$ cat src/hw/rtl/xdm_pkg.sv
// X-drive wheel mixer: shared widths, constants and pipeline payload types.
// No dependencies; every other file of the block refers to this package.
`default_nettype none

package xdm_pkg;

  localparam int SPD_W     = 12;
  localparam int SUM_W     = 13;
  localparam int COEF_W    = 15;
  localparam int PROD_W    = 28;
  localparam int RND_W     = 13;
  localparam int WHL_W     = 14;
  localparam int MAG_W     = 13;
  localparam int LIM_W     = 11;
  localparam int NUM_W     = 24;
  localparam int Q_W       = 11;
  localparam int LANES     = 4;
  localparam int MIX_SHIFT = 15;
  localparam int NSTG      = 4 + Q_W + 1;

  localparam logic [COEF_W-1:0] MIX_COEF = 15'd23170;
  localparam logic [PROD_W-1:0] MIX_HALF = 28'd16384;
  localparam logic [LIM_W-1:0]  LIM_RST  = 11'd600;

  localparam int WHL_FL = 0;
  localparam int WHL_FR = 1;
  localparam int WHL_BL = 2;
  localparam int WHL_BR = 3;

  typedef logic signed [SPD_W-1:0] spd_t;
  typedef logic signed [WHL_W-1:0] whl_t;

  typedef struct packed {
    logic             neg;
    logic [NUM_W-1:0] rem;
    logic [Q_W-1:0]   quo;
    logic [Q_W-1:0]   pass;
  } lane_t;

  typedef struct packed {
    lane_t [LANES-1:0] lane;
    logic [NUM_W-1:0]  dvsr;
    logic              scaled;
  } div_t;

endpackage

`default_nettype wire

$ cat src/hw/rtl/xdm_sat.sv
// Desaturation front end: wheel magnitudes, largest magnitude, limit check,
// then numerator products for the divider. Two register stages. Uses xdm_pkg.
`default_nettype none

module xdm_sat (
  input  logic                                clk,
  input  logic                                en_s2,
  input  logic                                en_s3,
  input  xdm_pkg::whl_t [xdm_pkg::LANES-1:0]  whl,
  input  logic [xdm_pkg::LIM_W-1:0]           lim,
  output xdm_pkg::div_t                       div_r
);

  logic [xdm_pkg::LANES-1:0][xdm_pkg::MAG_W-1:0] mag;
  logic [xdm_pkg::LANES-1:0]                     neg;
  logic [xdm_pkg::MAG_W-1:0]                     max_lo;
  logic [xdm_pkg::MAG_W-1:0]                     max_hi;
  logic [xdm_pkg::MAG_W-1:0]                     max_all;

  logic [xdm_pkg::LANES-1:0][xdm_pkg::MAG_W-1:0] mag2_r;
  logic [xdm_pkg::LANES-1:0]                     neg2_r;
  logic [xdm_pkg::MAG_W-1:0]                     max2_r;
  logic                                          scl2_r;

  xdm_pkg::div_t                                 div_nxt;

  always_comb begin
    for (int i = 0; i < xdm_pkg::LANES; i++) begin
      neg[i] = whl[i][xdm_pkg::WHL_W-1];
      mag[i] = neg[i] ? xdm_pkg::MAG_W'(-whl[i]) : xdm_pkg::MAG_W'(whl[i]);
    end
    max_lo  = (mag[0] > mag[1]) ? mag[0] : mag[1];
    max_hi  = (mag[2] > mag[3]) ? mag[2] : mag[3];
    max_all = (max_lo > max_hi) ? max_lo : max_hi;
  end

  always_ff @(posedge clk) begin
    if (en_s2) begin
      mag2_r <= mag;
      neg2_r <= neg;
      max2_r <= max_all;
      scl2_r <= max_all > xdm_pkg::MAG_W'(lim);
    end
  end

  always_comb begin
    for (int i = 0; i < xdm_pkg::LANES; i++) begin
      div_nxt.lane[i].neg  = neg2_r[i];
      div_nxt.lane[i].rem  = xdm_pkg::NUM_W'(mag2_r[i]) * xdm_pkg::NUM_W'(lim);
      div_nxt.lane[i].quo  = '0;
      div_nxt.lane[i].pass = mag2_r[i][xdm_pkg::Q_W-1:0];
    end
    div_nxt.dvsr   = xdm_pkg::NUM_W'(max2_r) << (xdm_pkg::Q_W - 1);
    div_nxt.scaled = scl2_r;
  end

  always_ff @(posedge clk) begin
    if (en_s3) begin
      div_r <= div_nxt;
    end
  end

endmodule

`default_nettype wire

$ cat config.mk
export PLATFORM = sky130hd
export DESIGN_NAME = xdm_sat
export DESIGN_NICKNAME = d
export VERILOG_FILES = /design/src/hw/rtl/xdm_pkg.sv /design/src/hw/rtl/xdm_sat.sv
export SDC_FILE = /design/constraint.sdc
export NUM_CORES = 2
export LEC_CHECK = 0
export BUFFER_PORTS_ARGS = -buffer_cell sky130_fd_sc_hd__buf_2
export CAP_MARGIN = 0
export CELL_PAD_IN_SITES_DETAIL_PLACEMENT = 1
export CELL_PAD_IN_SITES_GLOBAL_PLACEMENT = 2
export CORE_ASPECT_RATIO = 0.5
export CORE_MARGIN = 4
export CORE_UTILIZATION = 43
export DETAILED_ROUTE_END_ITERATION = 8
export GPL_TIMING_DRIVEN = 0
export PLACE_DENSITY_LB_ADDON = 0.1
export SLEW_MARGIN = 40
export SYNTH_ARGS = -nofsm -noshare
export SYNTH_HDL_FRONTEND = slang
export SYNTH_SLANG_ARGS = --single-unit
$ cat constraint.sdc
create_clock -name clk -period 15.59 [get_ports clk]
set_clock_uncertainty 0.1 [all_clocks]
set_input_delay 1.559 -clock clk [delete_from_list [all_inputs] [get_ports clk]]
set_output_delay 1.559 -clock clk [all_outputs]
set_load 0.02 [all_outputs]
==> results.sh <==
export IMPL_htreeDepth=1
export IMPL_gp_congestion=0.886
export IMPL_use_met3_pct=3.48
export IMPL_power_internal_mw=3.65
export IMPL_io_pins=283
export IMPL_p_leak_nw=15.1
export IMPL_port_buffer_count=220
export IMPL_ys_flop_type="edfxtp_1"
export IMPL_final_util_pct=48.7
export IMPL_clkPwrFrac_pct=8.7
export IMPL_crit_fanout=10
export IMPL_combPwrFrac_pct=74.5
export IMPL_post_synth_num_cell_types=72
export IMPL_critPathKind="in -> reg"
export IMPL_overflow=0
export IMPL_busiest_layer="met2"
export IMPL_power_frac_seq_pct=16.8
export IMPL_post_route_period_util_pct=63.6
export IMPL_rsz0062_at_grt="no"
export IMPL_peakVddDrop_mv=0.198
export IMPL_cp_start_kind="input pin"
export IMPL_fin_area_um2=31600
export IMPL_postCtsSetupBuffers=0
export IMPL_drtIter0Drc=1130
export IMPL_met2_usage_pct=41.9
export IMPL_drive_above_1_share_pct=11.5
export IMPL_synth_edf_count=228
export IMPL_max_clock_path_buffers=3
export IMPL_finalMaxSlewViolations=0
export IMPL_p_sw_share_pct=47.2
export IMPL_synthCells=2823
export IMPL_die_w_um=371
export IMPL_vias_per_cell=5.12
export IMPL_final_min_clock_period_ns=9.92
export IMPL_ant_nets=0
export IMPL_hp_class="reg -> reg"
export IMPL_avgRoutedWirePerCell_um=20.5
export IMPL_relSlewSlack_pct=39.7
export IMPL_cts_sinks=228
export IMPL_avgSynthCellArea_um2=10.0
export IMPL_worst_pin_slew_ns=0.905
export IMPL_die_h_um=189
export IMPL_core_um2=65000
export IMPL_met1_usage_pct=31.5
export IMPL_slowest_stage="a2111oi_0"
export IMPL_yosysWarnings=0
export IMPL_antenna_found_initial=10
export IMPL_grt_max_degree=68
export IMPL_clk_latency_ns=0.60
export IMPL_required_ns=15.80
export IMPL_drt_first_pass_iters=5
export IMPL_initial_utilization_pct=43.5
export IMPL_power_density_nw_per_um2=219
export IMPL_syn_cell_area_um2=28300
export IMPL_ctsResizeCount=0
export IMPL_setup_tns_ns=0
export IMPL_crit_arrival_ns=10.12
export IMPL_dieArea_um2=70200
export IMPL_cap_violations=0
export IMPL_p_switching_mw=3.27
export IMPL_seq_area_frac_synth_pct=24.2
export IMPL_drc=0
export IMPL_grt_usage_pct=23.9
export IMPL_power_total_mw=6.92
export IMPL_crit_path_max_incr_delay_ns=0.58
export IMPL_routed_wl_mm=82.8
export IMPL_rows=66
export IMPL_cts_hold_buf=0
export IMPL_synthArstFlopShare_pct=0
export IMPL_setup_viol=0
export IMPL_cts_tree="built"
export IMPL_hold_viol_final=0
export IMPL_cts_inserted_buffers=26
export IMPL_dp_hpwl_mm=68.2
export IMPL_place_area_um2=30800
export IMPL_grt_pass1_vias=22748
export IMPL_status="finished, final reports clean"
export IMPL_cts_root_buf="clkbuf_16"
export IMPL_end_kind="flip-flop"
export IMPL_grt_pass1_wl_mm=129
export IMPL_yosys_register_bits=228
export IMPL_syn2layout_area_growth_pct=11.9
export IMPL_fmax_ghz=0.101
export IMPL_vias=20675
export IMPL_path_clk_slew_ns=0.06
export IMPL_fin_nets=3887
final timing paths:
kind           startpoint  slack (ns)          to  cells past startpoint
max               whl[31]        5.67      scl2_r                     33
min            max2_r[12]        0.32   div_r[23]                      0
max reg2reg  div_nxt[170]        8.74  div_r[210]                     18
min reg2reg    max2_r[12]        0.32   div_r[23]                      0
worst max-delay path: cells and delay by family:
family | cells | cell delay [ns]
buffers and inverters | 4 | 0.77
and+or+nand+nor | 6 | 1.41
muxes | 2 | 0.78
adders and majority gates | 3 | 1.00
xor gates and xnor gates | 1 | 0.55
AOI/OAI and AO/OA | 17 | 4.04
final cells by class:
cell class                 instances  area [um^2]
fill                            7397        33400
multi-input combinational       1957        18800
sequential                       228         6850
inverter                         514         1930
timing repair buffer             225         1220
tap                              884         1110
buffer                           178          912
clock buffer                      32          694
clock inverter                    13          103
antenna                            5         12.5
placed cells by master, fill, tap and decap left out, types with 32 or more instances in the layout:
master and instances:
xnor2_1 86, and2_1 244, edfxtp_1 228, o21ai_0 49
nor2_1 72, clkbuf_1 111, buf_2 219, mux2i_1 32
a21oi_1 46, conb_1 55, buf_4 56, fa_1 392
xor2_1 34, ha_1 295, inv_1 514, nand2_1 378
state kept, by name (all words and copies together), names as in the netlist:
| register | flops |
|---|---|
| div_r | 158 |
| div_nxt | 44 |
| max2_r | 13 |
| mag2_r | 8 |
| neg2_r | 4 |
| scl2_r | 1 |
synth_stat cells, types with 6 or more instances:
library cell,count,area share [%]
ha_1,295,13
o21ai_0,50,0.89
nand2b_1,9,0.20
nand2_1,378,5.0
and2_1,244,5.4
nor2_1,72,0.96
xnor2_1,86,2.7
edfxtp_1,228,24
nor3_1,24,0.42
mux2i_1,32,1.1
and3_1,8,0.18
inv_1,514,6.8
nor2b_1,21,0.46
o41ai_1,13,0.40
or4_1,7,0.19
a21o_1,14,0.37
o31ai_1,19,0.50
nand3_1,21,0.37
o21bai_1,6,0.16
fa_1,392,28
or3_1,12,0.27
or2_2,11,0.24
a21oi_1,46,0.81
a211oi_1,9,0.24
xor2_1,34,1.1
buf_4,56,1.5
o21a_1,23,0.61
clkbuf_1,119,1.6
power groups by stage:
stage | Clock, mW | Sequential, mW | Combinational (mW)
2_1_floorplan | 0 | 1.33 | 3.73
3_3_place_gp | 0 | 1.17 | 5.08
3_5_place_dp | 0 | 1.18 | 5.19
4_1_cts | 0.631 | 1.17 | 5.24
5_1_grt | 0.658 | 1.18 | 5.91
6_report | 0.605 | 1.16 | 5.15
per-layer routing:
metal	part of all wire, %	vias to the layer above
met5	0.0097	-
met4	2.4	2
met3	5.0	95
met2	49	425
met1	43	10731
li1	-	9422
per-stage QoR:
step | hold slack (ns) | cells | worst slack [ns]
after floorplan | 0.300 | 2877 | 7.08
after global placement | 0.302 | 3981 | 5.27
after detailed placement | 0.307 | 3985 | 5.34
after CTS | 0.320 | 4030 | 5.90
after global routing | 0.326 | 4032 | 5.29
final | 0.319 | 4036 | 5.67
cell families (layout without fill, tap and decap cells):
| family | count (synthesis) | count (layout) | synth area share (%) |
|---|---|---|---|
| AND/OR/NAND/NOR | 822 | 822 | 14.1 |
| buffers and inverters | 692 | 962 | 9.99 |
| adder cells (fa/ha/maj) | 691 | 691 | 41.0 |
| AO/OA/AOI/OAI | 232 | 232 | 5.65 |
| flip-flops | 228 | 228 | 24.2 |
| XOR/XNOR | 120 | 120 | 3.72 |
| multiplexers | 37 | 37 | 1.33 |
| other | 1 | 60 | 0.0133 |
(Power assumes the default switching activity.)
