## config.mk

```make
export PLATFORM = sky130hd
export DESIGN_NAME = xdm_mix
export DESIGN_NICKNAME = d
export VERILOG_FILES = /design/src/hw/rtl/xdm_pkg.sv /design/src/hw/rtl/xdm_mix.sv
export SDC_FILE = /design/constraint.sdc
export NUM_CORES = 1
export LEC_CHECK = 0
export BUFFER_PORTS_ARGS = -buffer_cell sky130_fd_sc_hd__buf_2
export CAP_MARGIN = 0
export CORE_UTILIZATION = 55
export CTS_CLUSTER_SIZE = 10
export DETAILED_ROUTE_END_ITERATION = 16
export PLACE_DENSITY = 0.84
export RECOVER_POWER = 100
export SETUP_SLACK_MARGIN = 0.2
export SYNTH_ARGS = -nofsm -noshare
export SYNTH_HDL_FRONTEND = slang
export SYNTH_SLANG_ARGS = --single-unit
export TNS_END_PERCENT = 1
```

## constraint.sdc

```tcl
create_clock -name clk -period 10.93 [get_ports clk]
set_input_delay 1.093 -clock clk [delete_from_list [all_inputs] [get_ports clk]]
set_output_delay 1.093 -clock clk [all_outputs]
set_load 0.02 [all_outputs]
```

## src/hw/rtl/xdm_pkg.sv

```systemverilog
// X-drive wheel mixer: shared widths, constants and pipeline payload types.
// No dependencies; every other file of the block refers to this package.
`default_nettype none

package xdm_pkg;

  localparam int SPD_W     = 12;
  localparam int SUM_W     = 13;
  localparam int COEF_W    = 15;
  localparam int PROD_W    = 28;
  localparam int RND_W     = 13;
  localparam int WHL_W     = 14;
  localparam int MAG_W     = 13;
  localparam int LIM_W     = 11;
  localparam int NUM_W     = 24;
  localparam int Q_W       = 11;
  localparam int LANES     = 4;
  localparam int MIX_SHIFT = 15;
  localparam int NSTG      = 4 + Q_W + 1;

  localparam logic [COEF_W-1:0] MIX_COEF = 15'd23170;
  localparam logic [PROD_W-1:0] MIX_HALF = 28'd16384;
  localparam logic [LIM_W-1:0]  LIM_RST  = 11'd600;

  localparam int WHL_FL = 0;
  localparam int WHL_FR = 1;
  localparam int WHL_BL = 2;
  localparam int WHL_BR = 3;

  typedef logic signed [SPD_W-1:0] spd_t;
  typedef logic signed [WHL_W-1:0] whl_t;

  typedef struct packed {
    logic             neg;
    logic [NUM_W-1:0] rem;
    logic [Q_W-1:0]   quo;
    logic [Q_W-1:0]   pass;
  } lane_t;

  typedef struct packed {
    lane_t [LANES-1:0] lane;
    logic [NUM_W-1:0]  dvsr;
    logic              scaled;
  } div_t;

endpackage

`default_nettype wire

```

## src/hw/rtl/xdm_mix.sv

```systemverilog
// Mixing stages: 45 degree rotation of the translation (Q0.15, rounded) and
// per-wheel turn add/subtract. Two register stages. Depends on xdm_pkg.
`default_nettype none

module xdm_mix (
  input  logic                                clk,
  input  logic                                en_s0,
  input  logic                                en_s1,
  input  xdm_pkg::spd_t                       fwd,
  input  xdm_pkg::spd_t                       side,
  input  xdm_pkg::spd_t                       turn,
  output xdm_pkg::whl_t [xdm_pkg::LANES-1:0]  whl_r
);

  logic signed [xdm_pkg::SUM_W-1:0]  sum_a;
  logic signed [xdm_pkg::SUM_W-1:0]  sum_b;
  logic [xdm_pkg::SUM_W-1:0]         mag_a;
  logic [xdm_pkg::SUM_W-1:0]         mag_b;
  logic [xdm_pkg::PROD_W-1:0]        prod_a_nxt;
  logic [xdm_pkg::PROD_W-1:0]        prod_b_nxt;

  logic [xdm_pkg::PROD_W-1:0]        prod_a_r;
  logic [xdm_pkg::PROD_W-1:0]        prod_b_r;
  logic                              neg_a_r;
  logic                              neg_b_r;
  xdm_pkg::spd_t                     turn_r;

  logic [xdm_pkg::PROD_W-1:0]        rnd_a;
  logic [xdm_pkg::PROD_W-1:0]        rnd_b;
  logic [xdm_pkg::RND_W-1:0]         dg_a;
  logic [xdm_pkg::RND_W-1:0]         dg_b;
  xdm_pkg::whl_t                     da;
  xdm_pkg::whl_t                     db;
  xdm_pkg::whl_t                     tw;
  xdm_pkg::whl_t [xdm_pkg::LANES-1:0] whl_nxt;

  always_comb begin
    sum_a = xdm_pkg::SUM_W'(fwd) + xdm_pkg::SUM_W'(side);
    sum_b = xdm_pkg::SUM_W'(fwd) - xdm_pkg::SUM_W'(side);
    mag_a = sum_a[xdm_pkg::SUM_W-1] ? xdm_pkg::SUM_W'(-sum_a) : xdm_pkg::SUM_W'(sum_a);
    mag_b = sum_b[xdm_pkg::SUM_W-1] ? xdm_pkg::SUM_W'(-sum_b) : xdm_pkg::SUM_W'(sum_b);
    prod_a_nxt = xdm_pkg::PROD_W'(mag_a) * xdm_pkg::PROD_W'(xdm_pkg::MIX_COEF);
    prod_b_nxt = xdm_pkg::PROD_W'(mag_b) * xdm_pkg::PROD_W'(xdm_pkg::MIX_COEF);
  end

  always_ff @(posedge clk) begin
    if (en_s0) begin
      prod_a_r <= prod_a_nxt;
      prod_b_r <= prod_b_nxt;
      neg_a_r  <= sum_a[xdm_pkg::SUM_W-1];
      neg_b_r  <= sum_b[xdm_pkg::SUM_W-1];
      turn_r   <= turn;
    end
  end

  always_comb begin
    rnd_a = prod_a_r + xdm_pkg::MIX_HALF;
    rnd_b = prod_b_r + xdm_pkg::MIX_HALF;
    dg_a  = rnd_a[xdm_pkg::PROD_W-1:xdm_pkg::MIX_SHIFT];
    dg_b  = rnd_b[xdm_pkg::PROD_W-1:xdm_pkg::MIX_SHIFT];
    da    = neg_a_r ? -$signed({1'b0, dg_a}) : $signed({1'b0, dg_a});
    db    = neg_b_r ? -$signed({1'b0, dg_b}) : $signed({1'b0, dg_b});
    tw    = xdm_pkg::WHL_W'(turn_r);
    whl_nxt[xdm_pkg::WHL_FL] = da + tw;
    whl_nxt[xdm_pkg::WHL_FR] = db - tw;
    whl_nxt[xdm_pkg::WHL_BL] = db + tw;
    whl_nxt[xdm_pkg::WHL_BR] = da - tw;
  end

  always_ff @(posedge clk) begin
    if (en_s1) begin
      whl_r <= whl_nxt;
    end
  end

endmodule

`default_nettype wire

```

==> impl_metrics.env <==
export IMPL_rows=54
export IMPL_crit_reg2reg_launch="prod_b_r[14]"
export IMPL_grt_first_pass_wirelength_um=40100
export IMPL_antenna_cells=0
export IMPL_seqCellArea_um2=2880
export IMPL_ys_seq_elements=96
export IMPL_cp_slowest_cell="sky130_fd_sc_hd__nor4_1"
export IMPL_dieWidth_um=151
export IMPL_min_period_ps=8380
export IMPL_detail_route_first_pass_iterations=4
export IMPL_setup_viol=0
export IMPL_setup_worst_path_class="in2reg"
export IMPL_synthFlopType="sky130_fd_sc_hd__edfxtp_1"
export IMPL_setup_repair_after_global_routing_missed_its_margin="false"
export IMPL_holdCritPathClass="reg2reg"
export IMPL_tritoncts_num_buffers=9
export IMPL_finish_instance_area_um2=13100
export IMPL_totalNegativeSetupSlack_ps=0
export IMPL_max_slew_worst_pin_slew_ps=2710
export IMPL_mean_number_of_vias_per_cell=5.43
export IMPL_route_antenna_remaining_nets=0
export IMPL_fmax_mhz=119
export IMPL_status="complete, but fails checks"
export IMPL_report_final_slew_viol_count=98
export IMPL_setup_ws_final_ps=2550
export IMPL_floorplan_initialDensity_pct=56.2
export IMPL_timing_critical_path_from="fwd[0]"
export IMPL_syn_inst=1270
export IMPL_post_synth_top_area_cell="sky130_fd_sc_hd__ha_1"
export IMPL_gr_ovfl_total=0
export IMPL_number_of_warning_messages_in_the_yosys_log=0
export IMPL_clock_path_buffers=2
export IMPL_drive_above_1_share_pct=4.27
export IMPL_origin_of_the_worst_min_delay_path="turn_r[0]"
export IMPL_cp_end_kind="flop"
export IMPL_worstPathRequired_ps=11030
export IMPL_synth_enable_flop_cells=96
export IMPL_timing_critical_path_slowest_cell_delay_ps=900
export IMPL_mostFrequentLayoutCells="sky130_fd_sc_hd__ha_1, sky130_fd_sc_hd__inv_1, sky130_fd_sc_hd__xnor2_1, sky130_fd_sc_hd__edfxtp_1, sky130_fd_sc_hd__nor2_1"
export IMPL_gp_routability_congestion=0.933
export IMPL_y_dimension_of_the_die_um=151
export IMPL_final_setup_skew_ps=10.1
export IMPL_multi_input_area_um2=8460
export IMPL_clock_tree_root_cell="sky130_fd_sc_hd__clkbuf_16"
export IMPL_clock_sinks=96
export IMPL_global_route_usage_met3_pct=3.01
export IMPL_num_nets_final=1696
export IMPL_utilization_pct=60.2
export IMPL_mostFrequentLayoutCell="sky130_fd_sc_hd__ha_1"
export IMPL_grt_max_degree=55
export IMPL_numPortBuffers=94
export IMPL_synth_async_reset_ratio_pct=0
export IMPL_initialDrtViolationCount=307
export IMPL_grt_antenna_before_repair=0
export IMPL_timing_slew_headroom_pct=-80.4
export IMPL_core_um2=21800
export IMPL_cts_post_setup_buffers_inserted=0
export IMPL_post_dp_hpwl_um=20600
export IMPL_place_worst_setup_slack_ps=2660
export IMPL_synth_sequential_area_ratio_pct=23.5
export IMPL_synth_top_area_share_pct=24.1
export IMPL_drv_cap=2
export IMPL_grt_most_used_layer="met2"
export IMPL_globalRouteMet1Util_pct=25.5
export IMPL_detail_route_wl_per_cell_um=14.8
export IMPL_clk_insertion_delay_late_ps=360
export IMPL_post_cts_resize_count=0
export IMPL_final_fill_count=1760
export IMPL_num_io_pins=95
export IMPL_layout_worst_path_cycle_share_pct=76.7
export IMPL_grt_total_usage_pct=22.1
export IMPL_synth_cell_type_count=74
export IMPL_first_global_vias=8896
export IMPL_clock_tree_htree_level_count=3
export IMPL_drc=0
export IMPL_layout_area_overhead_vs_synth_pct=7.19
export IMPL_dieArea_um2=22900
export IMPL_critPathLaunchType="input port"
export IMPL_cp_arrival_ps=8480
export IMPL_postRouteWirelength_um=24200
export IMPL_placed_cell_area_um2=13000
export IMPL_met2_usage_pct=41.5
export IMPL_vias=8903
export IMPL_cts_hold_fix_buffers=0
export IMPL_violations_in_the_final_reports="max-capacitance violations, max-slew violations"
export IMPL_hold_violations=0
export IMPL_clkTransAtPathRegs_ps=70
export IMPL_synth_avg_cell_area_um2=9.65
export IMPL_syn_area_um2=12300
export IMPL_postSynthNetCount=1612
export IMPL_cts_tree="done"
export IMPL_cp_common_cell="sky130_fd_sc_hd__ha_1"
export IMPL_worstPathMaxFanout=5
export IMPL_synth_top_cells_by_area="sky130_fd_sc_hd__ha_1, sky130_fd_sc_hd__edfxtp_1, sky130_fd_sc_hd__fa_1, sky130_fd_sc_hd__xnor2_1, sky130_fd_sc_hd__inv_1"
cell type report:
cell class | instances | share of cell area [%]
Multi-Input combinational cell | 951 | 64.4
Sequential cell | 96 | 21.9
Inverter | 202 | 5.79
Timing Repair Buffer | 94 | 3.01
Tap cell | 280 | 2.67
Clock buffer | 11 | 1.77
Clock inverter | 5 | 0.438
through the flow:
step / instances / hold WS (ps)
after detailed placement: 1623 / 672
after CTS: 1639 / 688
after global routing: 1639 / 705
after global placement: 1623 / 643
after floorplan: 1270 / 615
final: 1639 / 678
layer usage:
layer / part of all wire, % / up-vias
li1: - / 4495
met1: 43 / 4165
met2: 51 / 204
met3: 4.1 / 39
met4: 2.0 / 0
met5: 0 / -
final timing paths:
kind	end	slack, ps	cells after the start
max reg2reg	whl_r[27]	6450	17
min	whl_r[0]	680	1
min reg2reg	whl_r[0]	680	1
max	prod_b_r[27]	2550	25
kinds of logic (layout without fill, tap and decap cells):
group / count (synthesis) / in the layout / share of synthesized area, %
AO/OA/AOI/OAI: 222 / 222 / 12.0
buffers and inverters: 223 / 312 / 7.03
other: 1 / 1 / 0.0306
multiplexers: 4 / 4 / 0.337
flip-flops: 96 / 96 / 23.5
adder cells (fa/ha/maj): 303 / 303 / 35.0
AND/OR/NAND/NOR: 261 / 261 / 10.5
XOR/XNOR: 160 / 160 / 11.6
worst max-delay path, delay by kind of cell:
family | cells | cell delay [ps]
fa+ha+maj | 8 | 2970
buf+inv | 3 | 200
xor+xnor | 2 | 330
simple gates | 7 | 2330
compound gates | 5 | 1560
registers in the layout, indices dropped and copies added (netlist names):
register / flops
neg_b_r: 1
prod_b_r: 14
neg_a_r: 1
prod_a_r: 14
turn_r: 12
whl_r: 54
synthesized netlist by cell type (all sizes together), types with 3 or more instances:
| library cell | count |
|---|---|
| a2111oi | 5 |
| a211oi | 8 |
| a21boi | 5 |
| a21o | 20 |
| a21oi | 62 |
| a31oi | 10 |
| and2 | 8 |
| and3 | 12 |
| buf | 8 |
| clkbuf | 13 |
| edfxtp | 96 |
| fa | 67 |
| ha | 236 |
| inv | 202 |
| mux2i | 3 |
| nand2 | 54 |
| nand2b | 22 |
| nand3 | 28 |
| nand4 | 7 |
| nor2 | 76 |
| nor2b | 11 |
| nor3 | 18 |
| nor3b | 4 |
| nor4 | 5 |
| nor4b | 3 |
| o21a | 6 |
| o21ai | 52 |
| o21bai | 17 |
| o221ai | 3 |
| o31ai | 12 |
| o41ai | 5 |
| or2 | 3 |
| or3 | 7 |
| xnor2 | 109 |
| xor2 | 50 |
Power is not shown: default switching activity piles up to over one toggle a cycle in this logic, so the estimate is an artifact.
