===== config.mk =====
export PLATFORM = sky130hd
export DESIGN_NAME = xdm_div_stage
export DESIGN_NICKNAME = d
export VERILOG_FILES = /design/src/hw/rtl/xdm_pkg.sv /design/src/hw/rtl/xdm_div_stage.sv
export SDC_FILE = /design/constraint.sdc
export NUM_CORES = 1
export LEC_CHECK = 0
export ABC_AREA = 1
export BUFFER_PORTS_ARGS = -buffer_cell sky130_fd_sc_hd__buf_4
export CAP_MARGIN = 20
export CORE_MARGIN = 4
export CORE_UTILIZATION = 45
export CTS_CLUSTER_SIZE = 24
export DETAILED_ROUTE_END_ITERATION = 8
export PLACE_DENSITY = 0.74
export SYNTH_ARGS = -nofsm -noshare
export SYNTH_HDL_FRONTEND = slang
export SYNTH_SLANG_ARGS = --single-unit

===== constraint.sdc =====
create_clock -name clk -period 1.6 [get_ports clk]
set_input_delay 0 -clock clk [delete_from_list [all_inputs] [get_ports clk]]
set_output_delay 0 -clock clk [all_outputs]
set_load 0.02 [all_outputs]

===== src/hw/rtl/xdm_pkg.sv =====
// X-drive wheel mixer: shared widths, constants and pipeline payload types.
// No dependencies; every other file of the block refers to this package.
`default_nettype none

package xdm_pkg;

  localparam int SPD_W     = 12;
  localparam int SUM_W     = 13;
  localparam int COEF_W    = 15;
  localparam int PROD_W    = 28;
  localparam int RND_W     = 13;
  localparam int WHL_W     = 14;
  localparam int MAG_W     = 13;
  localparam int LIM_W     = 11;
  localparam int NUM_W     = 24;
  localparam int Q_W       = 11;
  localparam int LANES     = 4;
  localparam int MIX_SHIFT = 15;
  localparam int NSTG      = 4 + Q_W + 1;

  localparam logic [COEF_W-1:0] MIX_COEF = 15'd23170;
  localparam logic [PROD_W-1:0] MIX_HALF = 28'd16384;
  localparam logic [LIM_W-1:0]  LIM_RST  = 11'd600;

  localparam int WHL_FL = 0;
  localparam int WHL_FR = 1;
  localparam int WHL_BL = 2;
  localparam int WHL_BR = 3;

  typedef logic signed [SPD_W-1:0] spd_t;
  typedef logic signed [WHL_W-1:0] whl_t;

  typedef struct packed {
    logic             neg;
    logic [NUM_W-1:0] rem;
    logic [Q_W-1:0]   quo;
    logic [Q_W-1:0]   pass;
  } lane_t;

  typedef struct packed {
    lane_t [LANES-1:0] lane;
    logic [NUM_W-1:0]  dvsr;
    logic              scaled;
  } div_t;

endpackage

`default_nettype wire


===== src/hw/rtl/xdm_div_stage.sv =====
// One restoring-division step for all four wheels: one quotient bit per lane.
// The divisor travels pre-shifted and moves down one bit each step. Uses xdm_pkg.
`default_nettype none

module xdm_div_stage (
  input  logic          clk,
  input  logic          en,
  input  xdm_pkg::div_t d_in,
  output xdm_pkg::div_t d_r
);

  xdm_pkg::div_t             d_nxt;
  logic [xdm_pkg::LANES-1:0] ge;

  always_comb begin
    d_nxt = d_in;
    for (int i = 0; i < xdm_pkg::LANES; i++) begin
      ge[i] = d_in.lane[i].rem >= d_in.dvsr;
      d_nxt.lane[i].rem = ge[i] ? d_in.lane[i].rem - d_in.dvsr : d_in.lane[i].rem;
      d_nxt.lane[i].quo = {d_in.lane[i].quo[xdm_pkg::Q_W-2:0], ge[i]};
    end
    d_nxt.dvsr = d_in.dvsr >> 1;
  end

  always_ff @(posedge clk) begin
    if (en) begin
      d_r <= d_nxt;
    end
  end

endmodule

`default_nettype wire


==> metrics.md, run 1 <==
| Metric | Value |
|---|---|
| Synth async-reset ratio | 0% |
| RSZ-0062 raised after global routing | yes |
| Yosys top cell by area | edfxtp_1 |
| Syn Inst Count | 2089 |
| Status | complete, but fails checks |
| Worst setup endpoint | d_r[116] |
| Routability cong. | 0.9644 |
| Net count, final | 3378 |
| Critical path depth | 14 |
| Syn. warnings | 0 |
| TritonCTS Buffers | 25 |
| IO Pins | 428 |
| CP required | 1.88 ns |
| H-tree level count | 1 |
| Clock Tree Buf Depth | 3 |
| Design Power | 0.02159 W |
| Setup crit start | d_in[20] |
| Die Wd | 193.1 um |
| # port buffers | 422 |
| Critical Path Sink Type | register |
| Largest net degree at the start of global routing | 71 |
| Fin crit period | 1.685 ns |
| Placed cell area | 21720 um2 |
| GRT Overall Usage | 34.57% |
| Initial Util | 45.75% |
| Share of Yosys cell area claimed by the top area cell type | 41.29% |
| Crit Path Max Fanout | 6 |
| Number of global-route vias before repair | 17410 |
| Grt ovf | 0 |
| Filler cells | 2276 |
| Count leader, synth | nand2_1 |
| HP Class | in -> reg |
| Setup violators final | 24 |
| Fin area | 26470 um2 |
| Pre-antenna DRT Iters | 6 |
| Ant diodes | 0 |
| Die area | 37290 um2 |
| Synth Register Bits | 212 |
| Clock sink count | 212 |
| Critical path's top delay family | buffers and inverters |
| Root Driver | clkbuf_16 |
| Failing checks | negative hold slack, negative setup slack |
| Hold Path Cell Cnt | 3 |
| Layout cell share with drive strength beyond 1 | 35.93% |
| Commonest cells in the netlist | nand2_1 (779), inv_1 (433), edfxtp_1 (212), nand3_1 (125), nor2_1 (122) |
| Largest Register | d_r |
| Worst path max stage delay | 0.26 ns |
| Final Slew Violations | 0 |
| Chip height | 193.1 um |
| Primary FF master, synth | edfxtp_1 |
| Clock transition at the registers of the reported paths | 0.06 ns |
| CTS tree | built |
| Core Region | 33700 um2 |
| DR WL/cell | 20.64 um |
| Leak pwr | 13.32 nW |
| Startpoint types | input port |
| DP HPWL | 48.96 mm |
| PnR worst setup slack | -0.08515 ns |
| Number of flops mapped to enable cells by yosys | 212 |
| Post-route ant nets | 0 |
| Arr. time, crit path | 1.96 ns |
| Final hold viol count | 1 |
| CP Cell Sequence | buf_4 -> clkinvlp_4 -> buf_4 -> buf_12 -> ha_4 -> nand2_1 -> nand2_1 -> inv_1 -> nand2_1 -> a21oi_2 -> nand4_4 -> buf_4 -> nand3_1 -> nand2_1 |
| Worst path bufs/invs | 6 |
| Post-synthesis cell type count | 34 |
| # rows | 67 |
| CP dominant cell by count | nand2_1 |
| Max reg flops | 212 |
| Max cap viols | 0 |
| Hold_ws | -0.005856 ns |
| Final Cycle Share | 105.3% |
| IR drop worst, VDD | 0.0007403 V |
| Seq/Total Area, Yosys | 41.29% |
| Slowest CP cell | a21oi_2 |
| Global-route wire length before repair | 98.25 mm |
| Antenna violations before repair | 0 |
| Vias per cell | 5.138 |
| Max Clock Freq | 593.4 MHz |
| Kind of critical path | in -> reg |
| Area growth, synth to finish | 71.70% |
| Min-delay src | d_in[191] |
| Drt total wl | 72.84 mm |
| Routed via count | 18130 |
| Synthesized cell area | 15420 um2 |
| Top post-synthesis cells by area | edfxtp_1 (41%), nand2_1 (19%), inv_1 (11%) |
| Regs by FF count | d_r: 212 flops |
| 1st-iter DRT viols | 1503 |
| Power Dens Cells | 815.6 nW/um2 |
| Syn avg cell area | 7.381 um2 |
| Number of remaining DRC errors | 0 |
| Post-Syn Nets | 2404 |
tightest hold or removal path, cell delays in order:
cell            delay, ns
dlymetal6s4s_1       0.23
inv_1                0.07
o21ai_2              0.13
stage by stage:
stage | instances | utilization (%) | TNS [ns] | setup WS [ns]
after floorplan | 2089 | - | -0.01525 | -0.005235
after global placement | 3217 | 64.46 | -48.38 | -0.6874
after detailed placement | 3217 | 64.46 | -50.17 | -0.6888
after CTS | 3471 | 73.14 | 0 | 0.001436
after global routing | 3529 | 78.56 | -4.244 | -0.1197
final | 3529 | 78.56 | -0.5535 | -0.08515
cells by family (layout without fill, tap and decap cells):
family | after synthesis | after routing | synth area share [%]
simple gates | 1178 | 1178 | 32.61
buf+inv | 466 | 1458 | 12.02
flops | 212 | 212 | 41.29
fa+ha+maj | 100 | 100 | 8.310
compound gates | 96 | 96 | 3.700
xor+xnor | 36 | 36 | 2.045
other cells | 1 | 1 | 0.02432
power breakdown:
group / leakage [nW] / switching (W) / internal (W)
Combinational: 10.9 / 0.00473 / 0.00397
Clock: 0.377 / 0.00253 / 0.00321
Sequential: 2.07 / 0.000266 / 0.00688
layout make-up:
cell class	count	area, um2	share of cell area (%)
clock buffer	29	640.6	2.420
inverter	437	1734	6.550
clock inverter	16	151.4	0.5719
sequential	212	6366	24.05
timing repair buffer	976	8482	32.04
multi-input combinational	1411	8539	32.26
tap	448	560.5	2.117
layout by cell type, fill, tap and decap left out, types with 29 or more instances in the layout:
cell type / instances
inv_1: 401
edfxtp_1: 212
nand3_1: 106
ha_4: 69
nand4_1: 71
xor2_1: 32
o21ai_2: 29
a21oi_1: 35
nand2_1: 715
nor2_1: 107
clkbuf_16: 35
nand2_2: 84
buf_12: 31
dlygate4sd3_1: 206
buf_4: 711
what timing repair did:
| action | CTS | global route |
|---|---|---|
| gates resized for setup | 8 | 203 |
| pin swaps | 1 | 36 |
| setup buffers | 2 | 45 |
| hold buffers | 207 | 0 |
| endpoints found under the setup margin | 3 | 95 |
| endpoints found under the hold margin | 227 | 0 |
| gates cloned | 0 | 14 |
layer usage:
metal / GRT usage [%] / share of wire (%)
met1: 40.60 / 36
met2: 58.76 / 47
met3: 5.672 / 8.5
met4: 22.30 / 8.0
met5: 0 / 0
how the worst min path moves through the flow:
stage / to / slack, ns
detailed placement: d_r[134] / 0.18
floorplan: d_r[0] / 0.1
global placement: d_r[119] / 0.18
global route: d_r[189] / 0.04
CTS: d_r[189] / 0.02
finish: d_r[191] / -0.006
Power figures use the tool's default switching activity.
==> inputs of run 2 (changes only) <==
--- a/config.mk
+++ b/config.mk
@@ -5,14 +5,13 @@
 export SDC_FILE = /design/constraint.sdc
 export NUM_CORES = 1
 export LEC_CHECK = 0
-export ABC_AREA = 1
 export BUFFER_PORTS_ARGS = -buffer_cell sky130_fd_sc_hd__buf_4
-export CAP_MARGIN = 20
 export CORE_MARGIN = 4
 export CORE_UTILIZATION = 45
 export CTS_CLUSTER_SIZE = 24
 export DETAILED_ROUTE_END_ITERATION = 8
-export PLACE_DENSITY = 0.74
+export MAX_ROUTING_LAYER = met4
+export PLACE_DENSITY = 0.77
 export SYNTH_ARGS = -nofsm -noshare
 export SYNTH_HDL_FRONTEND = slang
 export SYNTH_SLANG_ARGS = --single-unit
==> metrics.md, run 2 <==
| Metric | Value |
|---|---|
| Startpoint types | input port |
| Slowest CP cell | fa_2 |
| Syn Inst Count | 1096 |
| Setup violators final | 100 |
| Regs by FF count | d_r: 212 flops |
| Combinational share of power | 40.0% |
| Initial Util | 46.24% |
| Post-route ant nets | 0 |
| Pint | 0.01484 W |
| Net count, final | 2451 |
| Routability cong. | 0.9534 |
| Largest Register | d_r |
| Final Slew Violations | 0 |
| TritonCTS Buffers | 24 |
| Complex-gate fraction of the synthesized area | 16.39% |
| Post-layout util | 89.63% |
| Area growth, synth to finish | 93.83% |
| Worst slew pin tran | 0.5614 ns |
| Root Driver | clkbuf_16 |
| Number of flops mapped to enable cells by yosys | 212 |
| Power Dens Cells | 913.3 nW/um2 |
| Primary FF master, synth | edfxtp_1 |
| Count leader, synth | edfxtp_1 |
| # rows | 60 |
| RSZ-0062 raised after global routing | yes |
| Number of global-route vias before repair | 15150 |
| Mux contribution to synthesized area | 5.476% |
| P_sw | 0.007408 W |
| Antenna violations before repair | 4 |
| Chip height | 175.1 um |
| Final Cycle Share | 151.7% |
| Commonest non-fill, non-tap cells in the layout | buf_4 (749), edfxtp_1 (212), dlygate4sd3_1 (210) |
| Routed via count | 15280 |
| Clock power frac | 27.7% |
| Hold_ws | 0.04820 ns |
| Global-route wire length before repair | 92.72 mm |
| Worst path max stage delay | 0.41 ns |
| Commonest non-fill, non-tap cell in the layout | buf_4 |
| Max cap viols | 0 |
| 1st-iter DRT viols | 1952 |
| Layout cell share with drive strength beyond 1 | 53.16% |
| IO Pins | 428 |
| H-tree level count | 1 |
| Crit Path Max Fanout | 4 |
| Yosys top cell by area | edfxtp_1 |
| PnR worst setup slack | -0.8270 ns |
| IR drop worst, VDD | 0.0009452 V |
| Synth Register Bits | 212 |
| Setup crit start | d_in[1] |
| Pre-antenna DRT Iters | 8 |
| Adder-cell share of the synthesized area | 10.20% |
| Share of Yosys cell area claimed by the top area cell type | 50.66% |
| Drt total wl | 70.09 mm |
| Critical Path Sink Type | register |
| Worst setup endpoint | d_r[69] |
| Synthesized cell area | 12570 um2 |
| Clock sink count | 212 |
| Status | complete, but fails checks |
| CP Cell Sequence | buf_12 -> ha_4 -> fa_2 -> nor2b_4 -> o31a_1 -> buf_4 -> o21ai_0 -> a211oi_1 -> o22ai_2 -> nor4_2 -> o22ai_1 -> xnor2_1 -> mux2_4 |
| DR WL/cell | 27.70 um |
| Post-synthesis cell type count | 68 |
| Number of remaining DRC errors | 0 |
| Die area | 30670 um2 |
| Seq/Total Area, Yosys | 50.66% |
| Post-synthesis simple-gate area fraction | 9.110% |
| CP required | 1.89 ns |
| Largest net degree at the start of global routing | 54 |
| Largest family of logic cells by synthesized area | compound AO/OA/AOI/OAI gates |
| Grt ovf | 0 |
| Clock transition at the registers of the reported paths | 0.07 ns |
| DP HPWL | 37.34 mm |
| Max-Slew Margin vs Limit | 62.57% |
| Fin crit period | 2.427 ns |
| Clock Tree Buf Depth | 3 |
| Syn. warnings | 0 |
| GRT Overall Usage | 40.52% |
| Max reg flops | 212 |
| Commonest cells in the netlist | edfxtp_1 (212), a21oi_1 (112), ha_1 (96), nor2_1 (92), o21ai_0 (59) |
| # port buffers | 422 |
| Syn avg cell area | 11.47 um2 |
| Switch share | 33.30% |
| Reg power frac | 32.3% |
| Max Clock Freq | 412.0 MHz |
| Leak pwr | 10.86 nW |
| HP Class | in -> reg |
| Arr. time, crit path | 2.72 ns |
| Synth Area in XOR/XNOR | 5.227% |
| Hold Path Cell Cnt | 4 |
| CTS tree | built |
| Kind of critical path | in -> reg |
| Core Region | 27180 um2 |
| Vias per cell | 6.040 |
| Failing checks | negative setup slack |
| Post-Syn Nets | 1411 |
| Synth async-reset ratio | 0% |
| Final hold viol count | 0 |
| Die Wd | 175.1 um |
| Top post-synthesis cells by area | edfxtp_1 (51%), ha_1 (9.6%), mux2_2 (4.6%) |
run 2: final cells by class:
class                      instances  area, um2
antenna                            4      10.01
clock buffer                      26      629.4
clock inverter                    18      217.7
fill                            1100       2818
inverter                          58      271.5
multi-input combinational        796       7293
sequential                       212       6366
tap                              372      465.4
timing repair buffer            1044       9105
run 2: logic make-up after synthesis:
family / Yosys count
AO/OA/AOI/OAI: 320
AND/OR/NAND/NOR: 238
flip-flops: 212
adder cells (fa/ha/maj): 100
buffers and inverters: 88
XOR/XNOR: 75
multiplexers: 62
other: 1
run 2: how the worst min path moves through the flow:
stage / from / endpoint
detailed placement: d_in[81] / d_r[81]
finish: d_in[1] / d_r[94]
floorplan: d_in[0] / d_r[0]
CTS: d_in[152] / d_r[152]
global route: d_in[1] / d_r[94]
global placement: d_in[186] / d_r[187]
run 2: critical path, delay by kind of cell:
kind	cells	cell delay [ns]
buf+inv	2	0.27
fa+ha+maj	2	0.57
mux	1	0.25
simple gates	2	0.37
compound gates	5	1.08
xor+xnor	1	0.16
run 2: power by group through the flow:
stage	Sequential (W)	Clock, W	Combinational [W]
floorplan	0.00793	0	0.00250
global placement	0.00717	0	0.00634
detailed placement	0.00718	0	0.00644
CTS	0.00709	0.00596	0.00781
global route	0.00719	0.00641	0.00918
finish	0.00718	0.00617	0.00890
run 2: metrics by stage:
step	cell area [um2]	setup TNS, ns	power, W	setup slack, ns	std cells
floorplan	12880	-77.66	0.01042	-1.001	1096
global placement	18980	-113.15	0.01352	-1.266	2181
detailed placement	18980	-115.88	0.01362	-1.321	2181
CTS	23530	-50.75	0.02086	-0.6011	2499
global route	24360	-67.09	0.02278	-0.8654	2530
finish	24360	-61.70	0.02225	-0.8270	2530
run 2: what timing repair did:
| action | CTS | global route |
|---|---|---|
| resized for setup | 207 | 160 |
| pin swaps | 93 | 113 |
| cloned | 12 | 1 |
| hold buffers | 207 | 3 |
| setup buffers | 59 | 42 |
| endpoints found under the setup margin | 100 | 100 |
| endpoints found under the hold margin | 248 | 2 |
run 2: layer usage:
metal	GRT usage, %	part of all wire, %
met4	27.69	10
met3	8.027	9.4
met5	-	0
met2	68.23	48
met1	43.02	33
==> inputs of run 3 (changes only) <==
--- a/config.mk
+++ b/config.mk
@@ -11,7 +11,8 @@
 export CTS_CLUSTER_SIZE = 24
 export DETAILED_ROUTE_END_ITERATION = 8
 export MAX_ROUTING_LAYER = met4
-export PLACE_DENSITY = 0.77
+export PLACE_DENSITY = 0.74
+export SLEW_MARGIN = 20
 export SYNTH_ARGS = -nofsm -noshare
 export SYNTH_HDL_FRONTEND = slang
 export SYNTH_SLANG_ARGS = --single-unit
==> constraint.sdc (replaced) <==
create_clock -name clk -period 3 [get_ports clk]
set_input_delay 0 -clock clk [delete_from_list [all_inputs] [get_ports clk]]
set_output_delay 0 -clock clk [all_outputs]
set_load 0.02 [all_outputs]
==> metrics.md, run 3 (synthesis gave the netlist of run 2 again) <==
| Metric | Value |
|---|---|
| Startpoint types | input port |
| Met2 WL post-DR | 22.81 mm |
| Die Wd | 175.1 um |
| Status | finished clean |
| 1st-iter DRT viols | 1013 |
| Commonest non-fill, non-tap cell in the layout | buf_4 |
| Layout cell share with drive strength beyond 1 | 32.72% |
| Chip height | 175.1 um |
| IO Pins | 428 |
| Number of global-route vias before repair | 11850 |
| Area growth, synth to finish | 55.14% |
| Clock transition at the registers of the reported paths | 0.07 ns |
| Arr. time, crit path | 3.18 ns |
| DP HPWL | 32.94 mm |
| # rows | 60 |
| Routed wl met3 | 3.529 mm |
| Max cap viols | 0 |
| Leak pwr | 8.471 nW |
| Fin crit period | 2.903 ns |
| Drt total wl | 48.37 mm |
| Regs by FF count | d_r: 212 flops |
| CP required | 3.28 ns |
| PnR worst setup slack | 0.09729 ns |
| Final Non-Filler Cells | 2159 |
| Root Driver | clkbuf_16 |
| Routed via count | 11810 |
| Die area | 30670 um2 |
| H-tree level count | 1 |
| Kind of critical path | in -> reg |
| Commonest non-fill, non-tap cells in the layout | buf_4 (459), edfxtp_1 (212), dlygate4sd3_1 (208) |
| CTS tree | built |
| Number of remaining DRC errors | 0 |
| Fin area | 19500 um2 |
| Max Clock Freq | 344.5 MHz |
| Final Cycle Share | 96.76% |
| Global-route wire length before repair | 70.41 mm |
| Largest net degree at the start of global routing | 88 |
| RSZ-0062 raised after global routing | yes |
| Filler cells | 1889 |
| Final hold viol count | 0 |
| Clock sink count | 212 |
| Initial Util | 46.24% |
| Pre-antenna DRT Iters | 5 |
| DR WL/cell | 22.41 um |
| Hold_ws | 0.0007488 ns |
| DP Worst Slack | 0.004025 ns |
| Post-route ant nets | 0 |
| Power Dens Cells | 513.9 nW/um2 |
| Vias per cell | 5.470 |
| Core Region | 27180 um2 |
| TritonCTS Buffers | 24 |
| Setup_tns | 0 ns |
| Seq. cell area | 6366 um2 |
| Final Slew Violations | 0 |
| Net count, final | 2082 |
| Placed cell area | 16460 um2 |
| Worst slew pin tran | 0.7133 ns |
| GRT Overall Usage | 30.74% |
| # port buffers | 422 |
| Inst Count DP | 1902 |
| HP Class | in -> reg |
| Largest Register | d_r |
| Top Metal Used | met4 |
| Crit Path Max Fanout | 5 |
| Grt ovf | 0 |
| Setup violators final | 0 |
| Met1 WL | 18.87 mm |
| Antenna violations before repair | 1 |
| Routability cong. | 0.9522 |
| IR drop worst, VDD | 0.0003644 V |
| Critical Path Sink Type | register |
| Clock Tree Buf Depth | 3 |
| Max reg flops | 212 |
| Max-Slew Margin vs Limit | 52.44% |
| Multi-input combinational cell area | 5969 um2 |
==> run 3: changes by cell type in the layout (fill, tap and decap cells not counted), moves of 30 or more <==
cell,before,now
mux2_4,49,0
a21oi_2,51,4
a21oi_1,60,110
mux2_2,5,51
nor2_4,30,0
buf_6,35,1
buf_4,749,459
nor2_1,55,92
==> run 3: stage by stage <==
stage | utilization, % | total power [W]
after floorplan | - | 0.005440
after global routing | 71.73 | 0.01041
final | 71.74 | 0.01002
after detailed placement | 60.57 | 0.006680
after global placement | 60.57 | 0.006651
after CTS | 71.13 | 0.009906
==> run 3: power breakdown <==
part | switching (W) | internal [W]
sequential | 0.000119 | 0.00366
clock | 0.00126 | 0.00177
combinational | 0.00171 | 0.00149
total | 0.00309 | 0.00693
==> run 3: layout make-up <==
type                    instances  area share, %
flip-flops and latches        212          32.65
multi-input cells             796          30.62
repair buffers                675          29.10
clock buffers                  29          3.286
well taps                     372          2.387
inverters                      58          1.174
clock inverters                15         0.7509
diodes                          2        0.02567
==> run 3: worst max-delay path, cell delays in order <==
cell,delay [ns]
dlygate4sd3_1,0.55
buf_4,0.13
clkinvlp_4,0.22
ha_1,0.43
nor2b_1,0.17
o31a_1,0.29
o21a_1,0.22
o311a_1,0.32
o21ai_1,0.18
buf_4,0.15
o21ai_0,0.09
a21oi_1,0.18
xor2_1,0.18
a21oi_1,0.09
==> run 3: worst paths after layout <==
path	startpoint	end	cells past startpoint
min	en	d_r[164]	1
max	d_in[3]	d_r[210]	14
==> run 3: routing by layer <==
layer	vias to the layer above	global-route usage (%)
met1	5565	36.25
met3	142	5.669
li1	5483	-
met5	-	-
met2	619	49.75
met4	0	17.22
==> run 3: timing repair <==
| item | 4_1_cts | 5_1_grt |
|---|---|---|
| gates resized for setup | 0 | 28 |
| endpoints found under the hold margin | 208 | 0 |
| endpoints found under the setup margin | 0 | 53 |
| setup buffers | 0 | 2 |
| hold buffers | 208 | 0 |
